File: config.mk
export PLATFORM = sky130hd
export DESIGN_NAME = hashed_slot_cache_lru_top
export DESIGN_NICKNAME = d
export VERILOG_FILES = /design/src/hdl/hsc_pkg.sv /design/src/hdl/hsc_front.sv /design/src/hdl/hsc_back.sv /design/src/hdl/hashed_slot_cache_lru_top.sv
export VERILOG_INCLUDE_DIRS = /design/src /design/src/hdl
export SDC_FILE = /design/constraint.sdc
export NUM_CORES = 1
export LEC_CHECK = 0
export BUFFER_PORTS_ARGS = -buffer_cell sky130_fd_sc_hd__buf_4
export CORE_MARGIN = 5
export CORE_UTILIZATION = 40
export DETAILED_ROUTE_END_ITERATION = 6
export PLACE_DENSITY = 0.52
export SYNTH_ARGS = -nofsm -noshare
export SYNTH_HDL_FRONTEND = slang
export SYNTH_SLANG_ARGS = --single-unit
File: constraint.sdc
create_clock -name aclk -period 4.4 [get_ports aclk]
set_input_delay 1.1 -clock aclk [delete_from_list [all_inputs] [get_ports aclk]]
set_output_delay 1.1 -clock aclk [all_outputs]
set_load 0.02 [all_outputs]
File: src/hdl/hashed_slot_cache_lru_top_defines.svh
// Assertion macros shared by the cache index modules
`ifndef HASHED_SLOT_CACHE_LRU_TOP_DEFINES_SVH
`define HASHED_SLOT_CACHE_LRU_TOP_DEFINES_SVH
// implication checked on every clock edge outside reset
`define HSC_ASSERT_IMP(label, clk, rstn, cond, prop, msg) \
label: assert property (@(posedge clk) disable iff (!rstn) (cond) |-> (prop)) \
    else $error(msg);
// implication checked in the cycle after the condition
`define HSC_ASSERT_NEXT(label, clk, rstn, cond, prop, msg) \
label: assert property (@(posedge clk) disable iff (!rstn) (cond) |=> (prop)) \
    else $error(msg);
`endif

File: src/hdl/hsc_pkg.sv
//------------------------------------------------------------------------------
// hsc_pkg
// Shared types and constants of the slot cache index.
//------------------------------------------------------------------------------
`default_nettype none
package hsc_pkg;
    localparam int SLOTS_DEF = 16;
    localparam int BUCKET_FACTOR_DEF = 4;
    localparam int MAX_LEN_DEF = 1024;

    localparam logic [1:0] ACT_INS_AUTO = 2'd0;
    localparam logic [1:0] ACT_INS_SLOT = 2'd1;
    localparam logic [1:0] ACT_LOOKUP   = 2'd2;
    localparam logic [1:0] ACT_RETRIEVE = 2'd3;

    localparam logic [1:0] ST_OK       = 2'd0;
    localparam logic [1:0] ST_TOO_LONG = 2'd1;
    localparam logic [1:0] ST_NOT_FND  = 2'd2;
    localparam logic [1:0] ST_LEN_MIS  = 2'd3;

    // one request as handed from the front to the back
    typedef struct packed {
        logic [1:0]  action;
        logic [5:0]  bucket;
        logic [3:0]  slot;
        logic [10:0] length;
    } hsc_req_t;
endpackage
`default_nettype wire

File: src/hdl/hsc_front.sv
//------------------------------------------------------------------------------
// hsc_front
// Accepts requests, reduces bucket and slot, holds a two-entry queue.
//------------------------------------------------------------------------------
`default_nettype none
`include "hashed_slot_cache_lru_top_defines.svh"
module hsc_front
    import hsc_pkg::*;
(
    input  wire logic     aclk,
    input  wire logic     aresetn,
    input  wire logic     in_valid,
    output logic          in_ready,
    input  wire hsc_req_t in_req,
    output logic          q_valid,
    input  wire logic     q_pop,
    output hsc_req_t      q_req
);
    localparam int SLOTS = SLOTS_DEF;
    localparam int BUCKET_FACTOR = BUCKET_FACTOR_DEF;
    localparam int NB = SLOTS * BUCKET_FACTOR;

    hsc_req_t   ent_reg [2];
    logic       wp_reg, rp_reg;
    logic [1:0] cnt_reg;
    hsc_req_t   red;
    logic       push;

    // reduce bucket and slot to the configured counts
    always_comb begin
        red = in_req;
        red.bucket = 6'((32'(in_req.bucket)) % NB);
        red.slot = 4'((32'(in_req.slot)) % SLOTS);
    end

    assign in_ready = (cnt_reg != 2'd2);
    assign push = in_valid && in_ready;
    assign q_valid = (cnt_reg != 2'd0);
    assign q_req = ent_reg[rp_reg];

    // advance queue pointers
    always_ff @(posedge aclk) begin
        if (!aresetn) begin
            wp_reg <= 1'b0;
            rp_reg <= 1'b0;
            cnt_reg <= 2'd0;
        end else begin
            if (push) wp_reg <= ~wp_reg;
            if (q_pop) rp_reg <= ~rp_reg;
            cnt_reg <= cnt_reg + 2'(push) - 2'(q_pop);
        end
        if (push) ent_reg[wp_reg] <= red;
    end

    `HSC_ASSERT_IMP(a_no_pop_empty, aclk, aresetn, q_pop, q_valid, "pop of empty queue")
    `HSC_ASSERT_IMP(a_cnt_range, aclk, aresetn, 1'b1, cnt_reg != 2'd3, "queue count overflow")
    `HSC_ASSERT_NEXT(a_full_after, aclk, aresetn, push && !q_pop && cnt_reg == 2'd1,
        cnt_reg == 2'd2, "queue count lost a push")
endmodule
`default_nettype wire

File: src/hdl/hsc_back.sv
//------------------------------------------------------------------------------
// hsc_back
// Executes requests on the maps and the recency order in a state machine.
//------------------------------------------------------------------------------
`default_nettype none
`include "hashed_slot_cache_lru_top_defines.svh"
module hsc_back
    import hsc_pkg::*;
#(
    parameter int MAX_LEN = MAX_LEN_DEF
) (
    input  wire logic     aclk,
    input  wire logic     aresetn,
    input  wire logic     q_valid,
    output logic          q_pop,
    input  wire hsc_req_t q_req,
    output logic          out_valid,
    input  wire logic     out_ready,
    output logic [1:0]    out_status,
    output logic [3:0]    out_slot,
    output logic [10:0]   out_length
);
    localparam int SLOTS = SLOTS_DEF;
    localparam int BUCKET_FACTOR = BUCKET_FACTOR_DEF;
    localparam int NB = SLOTS * BUCKET_FACTOR;
    localparam int SW = $clog2(SLOTS);
    localparam int BW = (NB > 1) ? $clog2(NB) : 1;
    localparam int CW = $clog2(SLOTS + 1);

    localparam logic [2:0] S_IDLE = 3'd0;
    localparam logic [2:0] S_READ = 3'd1;
    localparam logic [2:0] S_EXEC = 3'd2;
    localparam logic [2:0] S_EVB  = 3'd3;
    localparam logic [2:0] S_WR   = 3'd4;
    localparam logic [2:0] S_OUT  = 3'd5;

    // bucket map in memory with a valid bit per bucket
    logic [SW-1:0] bmap_mem [NB];
    logic [NB-1:0] bm_valid_reg;
    logic [SW-1:0] bm_rd_reg;
    logic [SLOTS-1:0] sb_valid_reg;
    logic [BW-1:0] sb_bucket_reg [SLOTS];
    logic [10:0]   slen_reg [SLOTS];
    logic [SW-1:0] rec_reg [SLOTS];
    logic [CW-1:0] rcnt_reg;

    logic [2:0]    state_reg;
    hsc_req_t      req_reg;
    logic [SW-1:0] s_reg;
    logic [BW-1:0] b_reg;
    logic [1:0]    st_reg;
    logic [3:0]    so_reg;
    logic [10:0]   lo_reg;
    logic          evb_reg;
    logic [SW-1:0] evs_reg;

    logic [SW-1:0] free_s;
    logic          free_f;
    logic [SW-1:0] lru_s;
    logic [SLOTS-1:0] hit_vec;
    logic [CW-1:0] pos;
    logic          found;

    // first free slot search
    always_comb begin
        free_s = '0;
        free_f = 1'b0;
        for (int i = SLOTS - 1; i >= 0; i--) begin
            if (!sb_valid_reg[i]) begin
                free_s = SW'(i);
                free_f = 1'b1;
            end
        end
    end

    assign lru_s = (rcnt_reg != '0) ? rec_reg[SW'(rcnt_reg - CW'(1))] : '0;

    // locate the touched slot in the recency order
    always_comb begin
        pos = rcnt_reg;
        found = 1'b0;
        for (int i = 0; i < SLOTS; i++) begin
            hit_vec[i] = (CW'(i) < rcnt_reg) && (rec_reg[i] == s_reg);
        end
        for (int i = SLOTS - 1; i >= 0; i--) begin
            if (hit_vec[i]) begin
                pos = CW'(i);
                found = 1'b1;
            end
        end
        if (!found) pos = (rcnt_reg < CW'(SLOTS)) ? rcnt_reg : CW'(SLOTS - 1);
    end

    assign q_pop = (state_reg == S_IDLE) && q_valid;
    assign out_valid = (state_reg == S_OUT);
    assign out_status = st_reg;
    assign out_slot = so_reg;
    assign out_length = lo_reg;

    always_ff @(posedge aclk) begin
        if (!aresetn) begin
            state_reg <= S_IDLE;
            bm_valid_reg <= '0;
            sb_valid_reg <= '0;
            rcnt_reg <= '0;
            for (int i = 0; i < SLOTS; i++) slen_reg[i] <= '0;
        end else begin
            unique case (state_reg)
                S_IDLE: begin
                    if (q_pop) begin
                        req_reg <= q_req;
                        b_reg <= BW'(q_req.bucket);
                        s_reg <= SW'(q_req.slot);
                        state_reg <= S_READ;
                    end
                end
                S_READ: begin
                    // read bucket map, choose slot for auto insert
                    bm_rd_reg <= bmap_mem[b_reg];
                    if (req_reg.action == ACT_INS_AUTO)
                        s_reg <= free_f ? free_s : lru_s;
                    state_reg <= S_EXEC;
                end
                S_EXEC: begin
                    case (req_reg.action) inside
                        ACT_INS_AUTO, ACT_INS_SLOT: begin
                            if (32'(req_reg.length) > MAX_LEN) begin
                                st_reg <= ST_TOO_LONG;
                                so_reg <= '0;
                                lo_reg <= '0;
                                state_reg <= S_OUT;
                            end else begin
                                st_reg <= ST_OK;
                                so_reg <= 4'(s_reg);
                                lo_reg <= req_reg.length;
                                // evict current content of the slot
                                if (sb_valid_reg[s_reg]) begin
                                    bm_valid_reg[sb_bucket_reg[s_reg]] <= 1'b0;
                                    sb_valid_reg[s_reg] <= 1'b0;
                                end
                                evb_reg <= bm_valid_reg[b_reg] &&
                                    !(sb_valid_reg[s_reg] && sb_bucket_reg[s_reg] == b_reg);
                                evs_reg <= bm_rd_reg;
                                state_reg <= S_EVB;
                            end
                        end
                        ACT_LOOKUP: begin
                            state_reg <= S_OUT;
                            if (!bm_valid_reg[b_reg]) begin
                                st_reg <= ST_NOT_FND;
                                so_reg <= '0;
                                lo_reg <= '0;
                            end else begin
                                so_reg <= 4'(bm_rd_reg);
                                lo_reg <= slen_reg[bm_rd_reg];
                                st_reg <= (slen_reg[bm_rd_reg] == req_reg.length)
                                    ? ST_OK : ST_LEN_MIS;
                            end
                        end
                        default: begin
                            so_reg <= 4'(s_reg);
                            if (!sb_valid_reg[s_reg]) begin
                                st_reg <= ST_NOT_FND;
                                lo_reg <= '0;
                                state_reg <= S_OUT;
                            end else begin
                                st_reg <= ST_OK;
                                lo_reg <= slen_reg[s_reg];
                                state_reg <= S_WR;
                            end
                        end
                    endcase
                end
                S_EVB: begin
                    // evict the holder of the bucket, then install
                    if (evb_reg) begin
                        sb_valid_reg[evs_reg] <= 1'b0;
                        slen_reg[evs_reg] <= '0;
                    end
                    bm_valid_reg[b_reg] <= 1'b1;
                    bmap_mem[b_reg] <= s_reg;
                    state_reg <= S_WR;
                end
                S_WR: begin
                    if (req_reg.action != ACT_RETRIEVE) begin
                        sb_valid_reg[s_reg] <= 1'b1;
                        sb_bucket_reg[s_reg] <= b_reg;
                        slen_reg[s_reg] <= req_reg.length;
                    end
                    // move the slot to the front of the recency order
                    if (!found && rcnt_reg < CW'(SLOTS)) rcnt_reg <= rcnt_reg + CW'(1);
                    for (int i = 1; i < SLOTS; i++) begin
                        if (CW'(i) <= pos) rec_reg[i] <= rec_reg[i-1];
                    end
                    rec_reg[0] <= s_reg;
                    state_reg <= S_OUT;
                end
                S_OUT: begin
                    if (out_ready) state_reg <= S_IDLE;
                end
                default: state_reg <= S_IDLE;
            endcase
        end
    end

    `HSC_ASSERT_NEXT(a_out_hold, aclk, aresetn, out_valid && !out_ready,
        out_valid && $stable(out_status), "result dropped while stalled")
    `HSC_ASSERT_IMP(a_cnt_max, aclk, aresetn, 1'b1, rcnt_reg <= CW'(SLOTS),
        "recency count overflow")
    `HSC_ASSERT_IMP(a_pop_idle, aclk, aresetn, q_pop, state_reg == S_IDLE,
        "pop while busy")
endmodule
`default_nettype wire

File: src/hdl/hashed_slot_cache_lru_top.sv
//------------------------------------------------------------------------------
// hashed_slot_cache_lru_top
// Index of a slot cache: bucket and slot maps, lengths, LRU order.
//------------------------------------------------------------------------------
// Requests enter on s_axis (action, bucket, slot, length); one result per
// request leaves on m_axis (status, slot_out, length_out) in request order.
// A two-entry queue separates the front, which accepts and reduces requests,
// from the back, which reads the maps, evicts and updates the recency order.
// The back steps through read, execute, bucket evict (inserts), write
// (inserts, retrieves that hit) and output; lookups and rejects go from
// execute to output. One request is in the back at a time, and the next
// pops once the result is taken; the queue takes up to two more meanwhile.
// Reset (aresetn low, synchronous) clears all valid bits, stored lengths and
// the recency count; the block accepts requests on the next cycle.
// When m_axis_tready is low the result holds, the back waits, and the
// queue fills before s_axis_tready drops.
//------------------------------------------------------------------------------
`default_nettype none
module hashed_slot_cache_lru_top
    import hsc_pkg::*;
#(
    parameter int MAX_LEN = MAX_LEN_DEF
) (
    input  wire logic        aclk,
    input  wire logic        aresetn,
    input  wire logic        s_axis_tvalid,
    output logic             s_axis_tready,
    // [1:0] action, [7:2] bucket, [11:8] slot, [22:12] length
    input  wire logic [23:0] s_axis_tdata,
    output logic             m_axis_tvalid,
    input  wire logic        m_axis_tready,
    // [1:0] status, [5:2] slot_out, [16:6] length_out
    output logic [23:0]      m_axis_tdata
);
    hsc_req_t   in_req, q_req;
    logic       q_valid, q_pop;
    logic [1:0] st;
    logic [3:0] so;
    logic [10:0] lo;

    assign in_req = '{action: s_axis_tdata[1:0], bucket: s_axis_tdata[7:2],
                      slot: s_axis_tdata[11:8], length: s_axis_tdata[22:12]};
    assign m_axis_tdata = {7'd0, lo, so, st};

    hsc_front u_front (
        .aclk(aclk), .aresetn(aresetn),
        .in_valid(s_axis_tvalid), .in_ready(s_axis_tready), .in_req(in_req),
        .q_valid(q_valid), .q_pop(q_pop), .q_req(q_req)
    );

    hsc_back #(.MAX_LEN(MAX_LEN)) u_back (
        .aclk(aclk), .aresetn(aresetn),
        .q_valid(q_valid), .q_pop(q_pop), .q_req(q_req),
        .out_valid(m_axis_tvalid), .out_ready(m_axis_tready),
        .out_status(st), .out_slot(so), .out_length(lo)
    );
endmodule
`default_nettype wire
## Word level (Yosys, flattened, before mapping)

Memories as Yosys holds them, arrays and structs flattened. A register that Yosys moved wholly into a read port is not among the register bits.
Cells that the tools add are included.

| operators by class | value |
|---|---|
| add/subtract/negate cells | 4 |
| magnitude comparators | 41 |
| eq/ne operators | 35 |
| mux-type cells | 202 |
| bitwise logic cells | 11 |
| reduce and logical (&&, ||, !) cells | 46 |

Operators by type and width:

| cell | count |
|---|---|
| $mux 64 | 3 |
| $pmux 64 s2 | 1 |
| $mux 1 | 121 |
| $mux 4 | 28 |
| $mux 5 | 18 |
| $mux 16 | 5 |
| $mux 11 | 7 |
| $and 64x64->64 | 1 |
| $eq 4x4->1 | 16 |
| $not 64->64 | 1 |
| $or 64x64->64 | 1 |
| $pmux 16 s3 | 1 |
| $le 4x5->1 const A | 8 |
| $lt 4x5->1 const A | 8 |
| $and 16x16->16 | 2 |
| $not 16->16 | 2 |
| $logic_and 1x1->1 | 25 |
| $reduce_or 11->1 | 2 |
| $le 3x5->1 const A | 4 |
| $lt 3x5->1 const A | 4 |
| $pmux 3 s6 | 1 |
| $or 16x16->16 | 1 |
| $mux 3 | 5 |
| $lt 6x7->1 const B | 2 |
| other kinds (40) | 72 |

| storage, ports and cells | value |
|---|---|
| flip-flop bits (word level) | 137 |
| bits in writable memories | 638 |
| bits of input ports | 28 |
| output and inout port bits | 26 |
| word-level logic and storage cells | 360 |
| memories | 5 |

Memory list:

| memory | depth | bits a word | read ports | clocked after memory_dff | wr ports | RTL line | source |
|---|---|---|---|---|---|---|---|
| u_back.bmap_mem | 64 | 4 | 1 | 1 | 1 | hsc_back.sv:38 | `logic [SW-1:0] bmap_mem [NB];` |
| u_back.slen_reg | 16 | 11 | 2 | 1 | 16 | hsc_back.sv:43 | `logic [10:0] slen_reg [SLOTS];` |
| u_back.sb_bucket_reg | 16 | 6 | 1 | 1 | 1 | hsc_back.sv:42 | `logic [BW-1:0] sb_bucket_reg [SLOTS];` |
| u_back.rec_reg | 16 | 4 | 17 | 0 | 16 | hsc_back.sv:44 | `logic [SW-1:0] rec_reg [SLOTS];` |
| u_front.ent_reg | 2 | 23 | 1 | 1 | 1 | hsc_front.sv:23 | `hsc_req_t ent_reg [2];` |

## Logic depth before layout (Yosys ltp)

Gate-level depths: netlist of run 1.
An unclocked memory read counts as a cell.

| depth | value |
|---|---|
| depth in word-level cells | 25 |
| gate-level depth with buffers | 12 |

## By module

Synthesis of run 1 repeated with hierarchy kept, for this count alone.

| unflattened totals | value |
|---|---|
| cells, all modules | 2494 |
| area total of the unflattened synthesis | 34814.6 sq um |

Modules (own cells, without submodules):

| module | times used | cells an instance | area an instance (sq um) |
|---|---|---|---|
| hsc_back | 1 | 2387 | 32836.5 |
| hsc_front | 1 | 99 | 1921.8 |
| hashed_slot_cache_lru_top | 1 | 8 | 56.3 |

## Worst setup path after synthesis of run 1

OpenSTA, ideal clock, no wires.

| path | value |
|---|---|
| kind | reg2reg |
| start point | register u_back.s_reg[1] |
| end point | memory u_back.rec_reg[7][0] (netlist bit) (enable) |
| library setup time | 0.373 ns |
| arrival | 3.186 ns |
| data required time | 4.027 ns |
| setup slack | 0.842 ns |
| cell stages (with the launch flop) | 12 |
| period minus slack after synthesis | 3.558 ns |
| cell sequence | edfxtp_1 -> buf_4 -> buf_6 -> buf_4 -> xnor2_1 -> nand4_1 -> o22ai_1 -> nor3_1 -> nand4_2 -> a21o_1 -> a21o_1 -> o31ai_1 |

RTL lines:

| item | RTL line | source |
|---|---|---|
| start: declaration | hsc_back.sv:49 | `logic [SW-1:0] s_reg;` |
| start signal: assignment | hsc_back.sv:113 | `s_reg <= SW'(q_req.slot);` |
| start signal: assignment | hsc_back.sv:121 | `s_reg <= free_f ? free_s : lru_s;` |
| end: declaration | hsc_back.sv:44 |  |

## Final worst setup path of run 1

| path | value |
|---|---|
| start point | register u_back.b_reg[1] |
| end point | register u_back.so_reg[3], in the netlist u_back.out_slot[3] (data pin) |

| on the way | value |
|---|---|
| longest elaborated chain between the ends | 5 |

Ends and longest elaborated chain:

| item | RTL line | source |
|---|---|---|
| start: declaration | hsc_back.sv:50 | `logic [BW-1:0] b_reg;` |
| start signal: assignment | hsc_back.sv:112 | `b_reg <= BW'(q_req.bucket);` |
| $bmux 1 s6 | hsc_back.sv:149 | `if (!bm_valid_reg[b_reg]) begin` |
| $mux 1 (implied by the code) | hsc_back.sv:149 |  |
| $mux 4 | hsc_back.sv:149 |  |
| $mux 4 (2 in series) | hsc_back.sv:125 | `case (req_reg.action) inside` |
| end signal: assignment | hsc_back.sv:134 | `so_reg <= 4'(s_reg);` |
| end signal: assignment | hsc_back.sv:154 | `so_reg <= 4'(bm_rd_reg);` |
| end signal: assignment | hsc_back.sv:161 | `so_reg <= 4'(s_reg);` |
| end: declaration | hsc_back.sv:52 | `logic [3:0] so_reg;` |

No other way between the ends. The select of a mux whose other input is x is not followed.
A chain may end at the register's enable or synchronous reset.

==> results of run 1 <==
synth_stat cells, drive strengths merged, types with 21 or more instances:
| master | count |
|---|---|
| nand4 | 28 |
| mux4 | 169 |
| nor2 | 419 |
| nor3 | 27 |
| edfxtp | 687 |
| a22o | 29 |
| dfxtp | 97 |
| and2 | 21 |
| buf | 81 |
| nand2 | 125 |
| a221oi | 25 |
| clkbuf | 86 |
| o21ai | 44 |
| a31oi | 52 |
| mux2 | 24 |
| xor2 | 30 |
| a21oi | 111 |
| xnor2 | 59 |
| a22oi | 87 |
worst max-delay path, stage by stage, from the launching register on:
cell and delay [ns]:
edfxtp_1 0.79, buf_12 0.27, mux4_2 0.52, nand2_1 0.08
a21oi_1 0.08, a211o_1 0.32, nor4_2 0.62, nor2_2 0.33
a22o_1 0.35
cells in the final DEF, fill, tap and decap left out, types with 15 or more instances in the layout:
master     Yosys  layout
dfxtp_1       97      94
mux2_2        24      24
clkinv_2       0      20
mux2i_1       16      16
a22oi_1       87      87
a221oi_1      25      25
xor2_1        30      30
nor2_1       415     413
a22o_1        29      29
nand2_1      116     116
a21oi_1      110     109
and2_1        21      21
nand4_1       27      27
o21ai_0       15      15
buf_4         16     128
nand3_1       20      20
clkbuf_16      0      86
a31oi_1       52      52
mux4_2       169     169
inv_1         18      18
edfxtp_1     687     687
o21ai_1       27      27
nor3_1        26      25
xnor2_1       59      59
nor2b_1       18      18
where the power goes:
part / switching (mW) / internal [mW] / total [mW]
clock network: 3.07 / 4.58 / 7.65
logic: 2.66 / 1.94 / 4.60
registers: 0.609 / 8.64 / 9.25
total: 6.34 / 15.2 / 21.5
per-layer routing:
| layer | vias up | global-route usage [%] |
|---|---|---|
| met5 | - | 0 |
| met4 | 0 | 6.141 |
| met3 | 157 | 3.055 |
| met2 | 768 | 31.88 |
| met1 | 11020 | 28.05 |
| li1 | 9431 | - |
area by class of cell:
cell class                 count  share of cell area (%)
clock inverter                55                   1.893
tap                         1155                   3.668
multi-input combinational   1453                   28.52
antenna                        1                0.006352
timing repair buffer         131                   2.592
sequential                   784                   57.31
clock buffer                 105                   5.821
inverter                      20                  0.1906
final timing paths:
check / slack, ns / cells past startpoint / endpoint
setup reg to reg: 0.74 / 8 / u_back.out_slot[3]$_DFFE_PP_
hold / removal: 0.49 / 2 / u_back.bm_valid_reg[0]$_SDFFE_PN0P_
hold reg to reg: 0.49 / 2 / u_back.bm_valid_reg[0]$_SDFFE_PN0P_
setup / recovery: 0.74 / 8 / u_back.out_slot[3]$_DFFE_PP_
cells by family (layout without fill, tap and decap cells):
family          count (synthesis)  after routing  synth area share, %
flops                         784            784                65.10
compound gates                411            411                8.022
buf+inv                       187            311                2.649
xor+xnor                       89             89                2.248
fa+ha+maj                       5              5               0.1804
other cells                     1              8              0.01082
mux                           209            209                12.22
simple gates                  732            732                9.573
through the flow:
step	setup slack [ns]	std cells	instance area (um^2)
global route	0.6072	3703	39390
floorplan	0.8416	2424	34700
global placement	0.6851	3543	36350
detailed placement	0.6457	3543	36350
CTS	0.7719	3703	39390
finish	0.7396	3704	39400
==> summary.md, run 1 <==
| Metric | Value |
|---|---|
| Row cnt | around 110 |
| VDD IR max | 0.0002889 V |
| Minimum clock period | around 3.7 ns |
| Synth Register Bits | around 780 |
| Synth cell types | 80 |
| Lkg Pwr | 12.60 nW |
| Post-layout power | 21.50 mW |
| Max reg flops | 256 |
| Hold Crit Start | u_back.bm_valid_reg[0]$_SDFFE_PN0P_ |
| Multi-input logic area | roughly 0.011 mm^2 |
| Setup TNS | 0 ns |
| Fin util | 45.63% |
| Hold-fix buffers, CTS | 0 |
| # resized after CTS | 0 |
| Post-synthesis async set-or-reset flop share | 0% |
| GR Util All Layers | around 20% |
| IO Port Bufs | 45 |
| DR WL met3 | approximately 5700 um |
| Final GP Congestion | around 0.86 |
| Max-cap violations | 0 |
| Core area | around 0.086 mm^2 |
| Post-DP HPWL | approximately 65,000 um |
| Number of synthesized flops with an enable pin | 687 |
| Vias post-DR | ~21,000 |
| Largest net degree at the start of global routing | between 60 and 70 |
| Syn Std Cell Area | between 0.03 and 0.04 mm^2 |
| Vias per cell | slightly below 6 |
| M1 wire length | about 41,000 um |
| RSZ-0062 raised after global routing | no |
| CTS root buf | clkbuf_16 |
| Sink Count | just under 800 |
| WP data required | 4.77 ns |
| Area grow syn2layout | 13.62% |
| Pre-antenna DRT Iters | 7 |
| Layout Nets | between 2,000 and 3,000 |
| Crit path launch | u_back.b_reg[1]$_DFFE_PP_ |
| Crit path DAT | around 4 ns |
| Initial Util | 40.16% |
| Setup Skew | between 0.02 and 0.025 ns |
| Routed wire per std cell | ~25 um |
| Die height | 304.4 um |
| Post-route ant nets | 0 |
| Max-slew violation count | 0 |
| Post-synthesis sequential area ratio | 65.10% |
| Die area | 0.09267 mm^2 |
| Setup CP Type | register to register |
| H-Tree Depth | 3 |
| Hold Path Class | register to register |
| Num CTS Buffers | 86 |
| Mapped Cells | 2,418 |
| CTS max path bufs | 3 |
| Final period utilization | approximately 83% |
| Ys Warns | 0 |
| Clock Pin Slew Worst Setup and Hold Paths | 0.06 ns |
| Die boundary width | between 300 and 400 um |
| Vias in the first global route | around 22,000 |
| Post-Route WL | between 90,000 and 100,000 um |
| Final Setup Violations | 0 |
| Critical path launch point type | register |
| Post-CTS setup buffer count | 0 |
| Top post-synthesis cells by area | edfxtp_1, mux4_2, dfxtp_1 |
| Layout cell share with drive strength beyond 1 | between 20% and 30% |
| R2r startpoint | u_back.b_reg[1]$_DFFE_PP_ |
| Highest metal used | met4 |
| Initial DRC Count | roughly 2,300 |
| CTS tree | built |
| Met2 wire length | 45,000 um |
| Initial antenna violation count | 1 |
| Fin Hold WS | around 0.49 ns |
| Max Fclk | between 0.2 and 0.3 GHz |
| Io pins | 54 |
| Status | finished, final reports clean |
| Crit. End Element | register |
| Pwr dens | roughly 550 mW/mm^2 |
| Worst slew pin tran | approximately 1.2 ns |
| Gr ovfl total | 0 |
| Crit path max fanout | 20 |
| Synth area leader | edfxtp_1 |
| Remaining DRCs | 0 |
| Clock latency on the worst-skew pair | approximately 0.65 ns |
| Final hold vios | 0 |
| Register area | 0.02258 mm^2 |
| Filler cells | about 7,600 |
| Slew HR | 18.15% |
| Share of the synthesized area in the top cell type | a little under 60% |
| Average cell area after synthesis | between 10 and 15 um^2 |
| Global-route wire length before repair | roughly 140,000 um |
| Post-synth top flop | edfxtp_1 |
No activity file was read; power rests on OpenSTA's default activity.
==> inputs of run 2 (changes only) <==
Clock period 4.4 ns to 3.6 ns, I/O delays scaled along.
==> run 2 against run 1 <==
Compared with the run above: critical path depth increased by 1; worst hold slack worse by 0.043 ns; clock skew is 0.0042 ns lower; flip-flop and latch count did not move; power grew 20%; non-clock buffer count grew 61; wire length up 2.8%; largest cell class unchanged; highest routed layer unchanged.
==> summary.md, run 2 (synthesis gave the netlist of run 1 again) <==
| Metric | Value |
|---|---|
| Crit. End Element | register |
| Max reg flops | 256 (unchanged) |
| Max Fclk | 0.2866 GHz (+4.9%) |
| Commonest non-fill, non-tap cell in the layout | edfxtp_1 |
| Sink Count | 784 (unchanged) |
| Fin Hold WS | 0.4447 ns (-0.04318 ns) |
| Layout cell share with drive strength beyond 1 | 21.60% (+1.5 points) |
| Status | finished, final reports clean |
| Worst slew pin tran | 0.8135 ns (-0.4049 ns) |
| Setup TNS | 0 ns (unchanged) |
| VDD IR max | 0.0003751 V (+30%) |
| Crit path DAT | 3.76 ns (-0.27 ns) |
| Routed wire per std cell | 25.78 um (+1.3%) |
| Filler cells | 7,660 (+1.4%) |
| Layout Nets | 2,568 (+2.4%) |
| R2R depth | 9 (+1) |
| Remaining DRCs | 0 (unchanged) |
| Minimum clock period | 3.489 ns (-0.1716 ns) |
| Pre-antenna DRT Iters | 6 (-1) |
| Setup Skew | 0.01590 ns (-0.004195 ns) |
| Post-Route WL | 96,960 um (+2.8%) |
| Slew HR | 45.77% (+28 points) |
| Critical path launch point type | register |
| Multi-input logic area | 0.01124 mm^2 (unchanged) |
| Initial Util | 40.16% (unchanged) |
| Row cnt | 108 (unchanged) |
| Commonest cells after routing, fill and taps aside | edfxtp_1, nor2_1, buf_4, mux4_2, nand2_1 |
| Clock Pin Slew Worst Setup and Hold Paths | 0.06 ns (about the same) |
| Clock latency on the worst-skew pair | 0.64 ns (about the same) |
| Global-route wire length before repair | 144,600 um (+2.5%) |
| # resized after CTS | 0 (unchanged) |
| Die boundary width | 304.4 um (unchanged) |
| Num CTS Buffers | 84 (-2.3%) |
| Final GP Congestion | 0.8858 (+3.6%) |
| Post-route ant nets | 0 (unchanged) |
| Gr ovfl total | 0 (unchanged) |
| Worst Hold Depth | 1 (-1) |
| Core area | 0.08635 mm^2 (unchanged) |
| Largest net degree at the start of global routing | 65 (-5.8%) |
| Max-slew violation count | 0 (unchanged) |
| Pwr dens | 651.3 mW/mm^2 (+19%) |
| IO Port Bufs | 45 (unchanged) |
| CTS root buf | clkbuf_16 |
| Setup CP Type | register to register |
| Lkg Pwr | 12.82 nW (+1.8%) |
| Antenna cells | 0 (-1) |
| Area grow syn2layout | 14.52% |
| CP max stage cell | edfxtp_1 |
| Initial DRC Count | 2,156 (-4.3%) |
| Post-DP HPWL | 66,280 um (+2.2%) |
| Crit-path most repeated cell | a21o_1 |
| Io pins | 54 (unchanged) |
| WP data required | 3.87 ns (-0.90 ns) |
| Final period utilization | 96.91% (+14 points) |
| Register area | 0.02258 mm^2 (unchanged) |
| RSZ-0062 raised after global routing | no |
| Max-cap violations | 0 (unchanged) |
| Vias in the first global route | 21,964 (+1.8%) |
| Initial antenna violation count | 0 (-1) |
| GR Util All Layers | 20.51% (+0.70 points) |
| CTS tree | built |
| Vias per cell | 5.751 (-0.34%) |
| Hold Path Class | primary input to register |
| Die area | 0.09267 mm^2 (unchanged) |
| CTS max path bufs | 3 (unchanged) |
| Worst path max stage delay | 0.82 ns (+0.03 ns) |
| Vias post-DR | 21,631 (+1.2%) |
| H-Tree Depth | 3 (unchanged) |
| CP Cell Sequence | buf_4, xnor2_1, nand4_1, o22ai_1, nor3_1, nand4_2, a21o_1, a21o_1, nor2_1 |
| Crit path max fanout | 12 (-40%) |
| Final hold vios | 0 (unchanged) |
| Final Setup Violations | 0 (unchanged) |
| Die height | 304.4 um (unchanged) |
## run 2: cell count changes in the layout (fill, tap and decap cells not counted), moves of 2 or more
cell,change
buf_4,+53
bufinv_16,-5
clkbuf_1,+3
buf_12,+8
clkbuf_16,-2
inv_6,+2
clkinv_1,+4
clkinv_2,-3
clkinv_16,-3
inv_16,+2
## run 2: report_power, final
group	leakage [nW]	switching (mW)	internal, mW
Sequential	7.22	0.513	10.6
Combinational	4.23	3.55	2.51
Clock	1.37	3.63	5.11
Total	12.8	7.69	18.2
## run 2: final timing paths
kind | to | slack [ns] | startpoint
worst max-delay path | u_back.rec_reg[15][1]$_DFFE_PP_ | 0.11 | u_back.s_reg[1]$_DFFE_PP_
worst min register to register | u_back.bm_valid_reg[24]$_SDFFE_PN0P_ | 0.49 | u_back.bm_valid_reg[24]$_SDFFE_PN0P_
worst min-delay path | u_front.ent_reg[1][22]$_DFFE_PP_ | 0.44 | s_axis_tdata[1]
worst max register to register | u_back.rec_reg[15][1]$_DFFE_PP_ | 0.11 | u_back.s_reg[1]$_DFFE_PP_
## run 2: cell type report
| cell class | instances | share of cell area [%] |
|---|---|---|
| multi-input combinational | 1453 | 28.30 |
| inverter | 20 | 0.1891 |
| timing repair buffer | 192 | 3.977 |
| clock buffer | 105 | 5.643 |
| tap | 1155 | 3.639 |
| clock inverter | 52 | 1.396 |
| sequential | 784 | 56.86 |
## run 2: routing by layer
layer  wire length (um)  up-vias  share of wire (%)  track usage (%)
li1                   -     9562                  -                -
met1              41760    11135                 43            28.37
met2              47380      769                 49            34.26
met3               4957      165                5.1            2.533
met4               2863        0                3.0            6.311
met5                  0        -                  0                0
## run 2: critical path: cells and delay by family, from the launching register on
kind | cells | cell delay [ns]
AO/OA/AOI/OAI | 3 | 0.56
XOR/XNOR | 1 | 0.09
buffers and inverters | 1 | 0.34
flip-flops | 1 | 0.82
AND/OR/NAND/NOR | 4 | 1.31
## run 2: what timing repair did
action / in CTS / in global routing
hold buffers: 0 / 0
setup buffers: 0 / 3
setup endpoints to repair: 0 / 16
## run 2: metrics by stage
| stage | std cells | total power [mW] | util (%) | setup slack, ns | area (um^2) |
|---|---|---|---|---|---|
| floorplan | 2424 | 15.18 | - | 0.04160 | 34700 |
| global placement | 3601 | 17.18 | 42.69 | 0.2663 | 36870 |
| detailed placement | 3601 | 17.28 | 42.69 | 0.2232 | 36870 |
| CTS | 3758 | 26.03 | 45.93 | 0.1928 | 39660 |
| global route | 3761 | 26.88 | 45.99 | 0.02685 | 39710 |
| finish | 3761 | 25.86 | 45.99 | 0.1112 | 39710 |
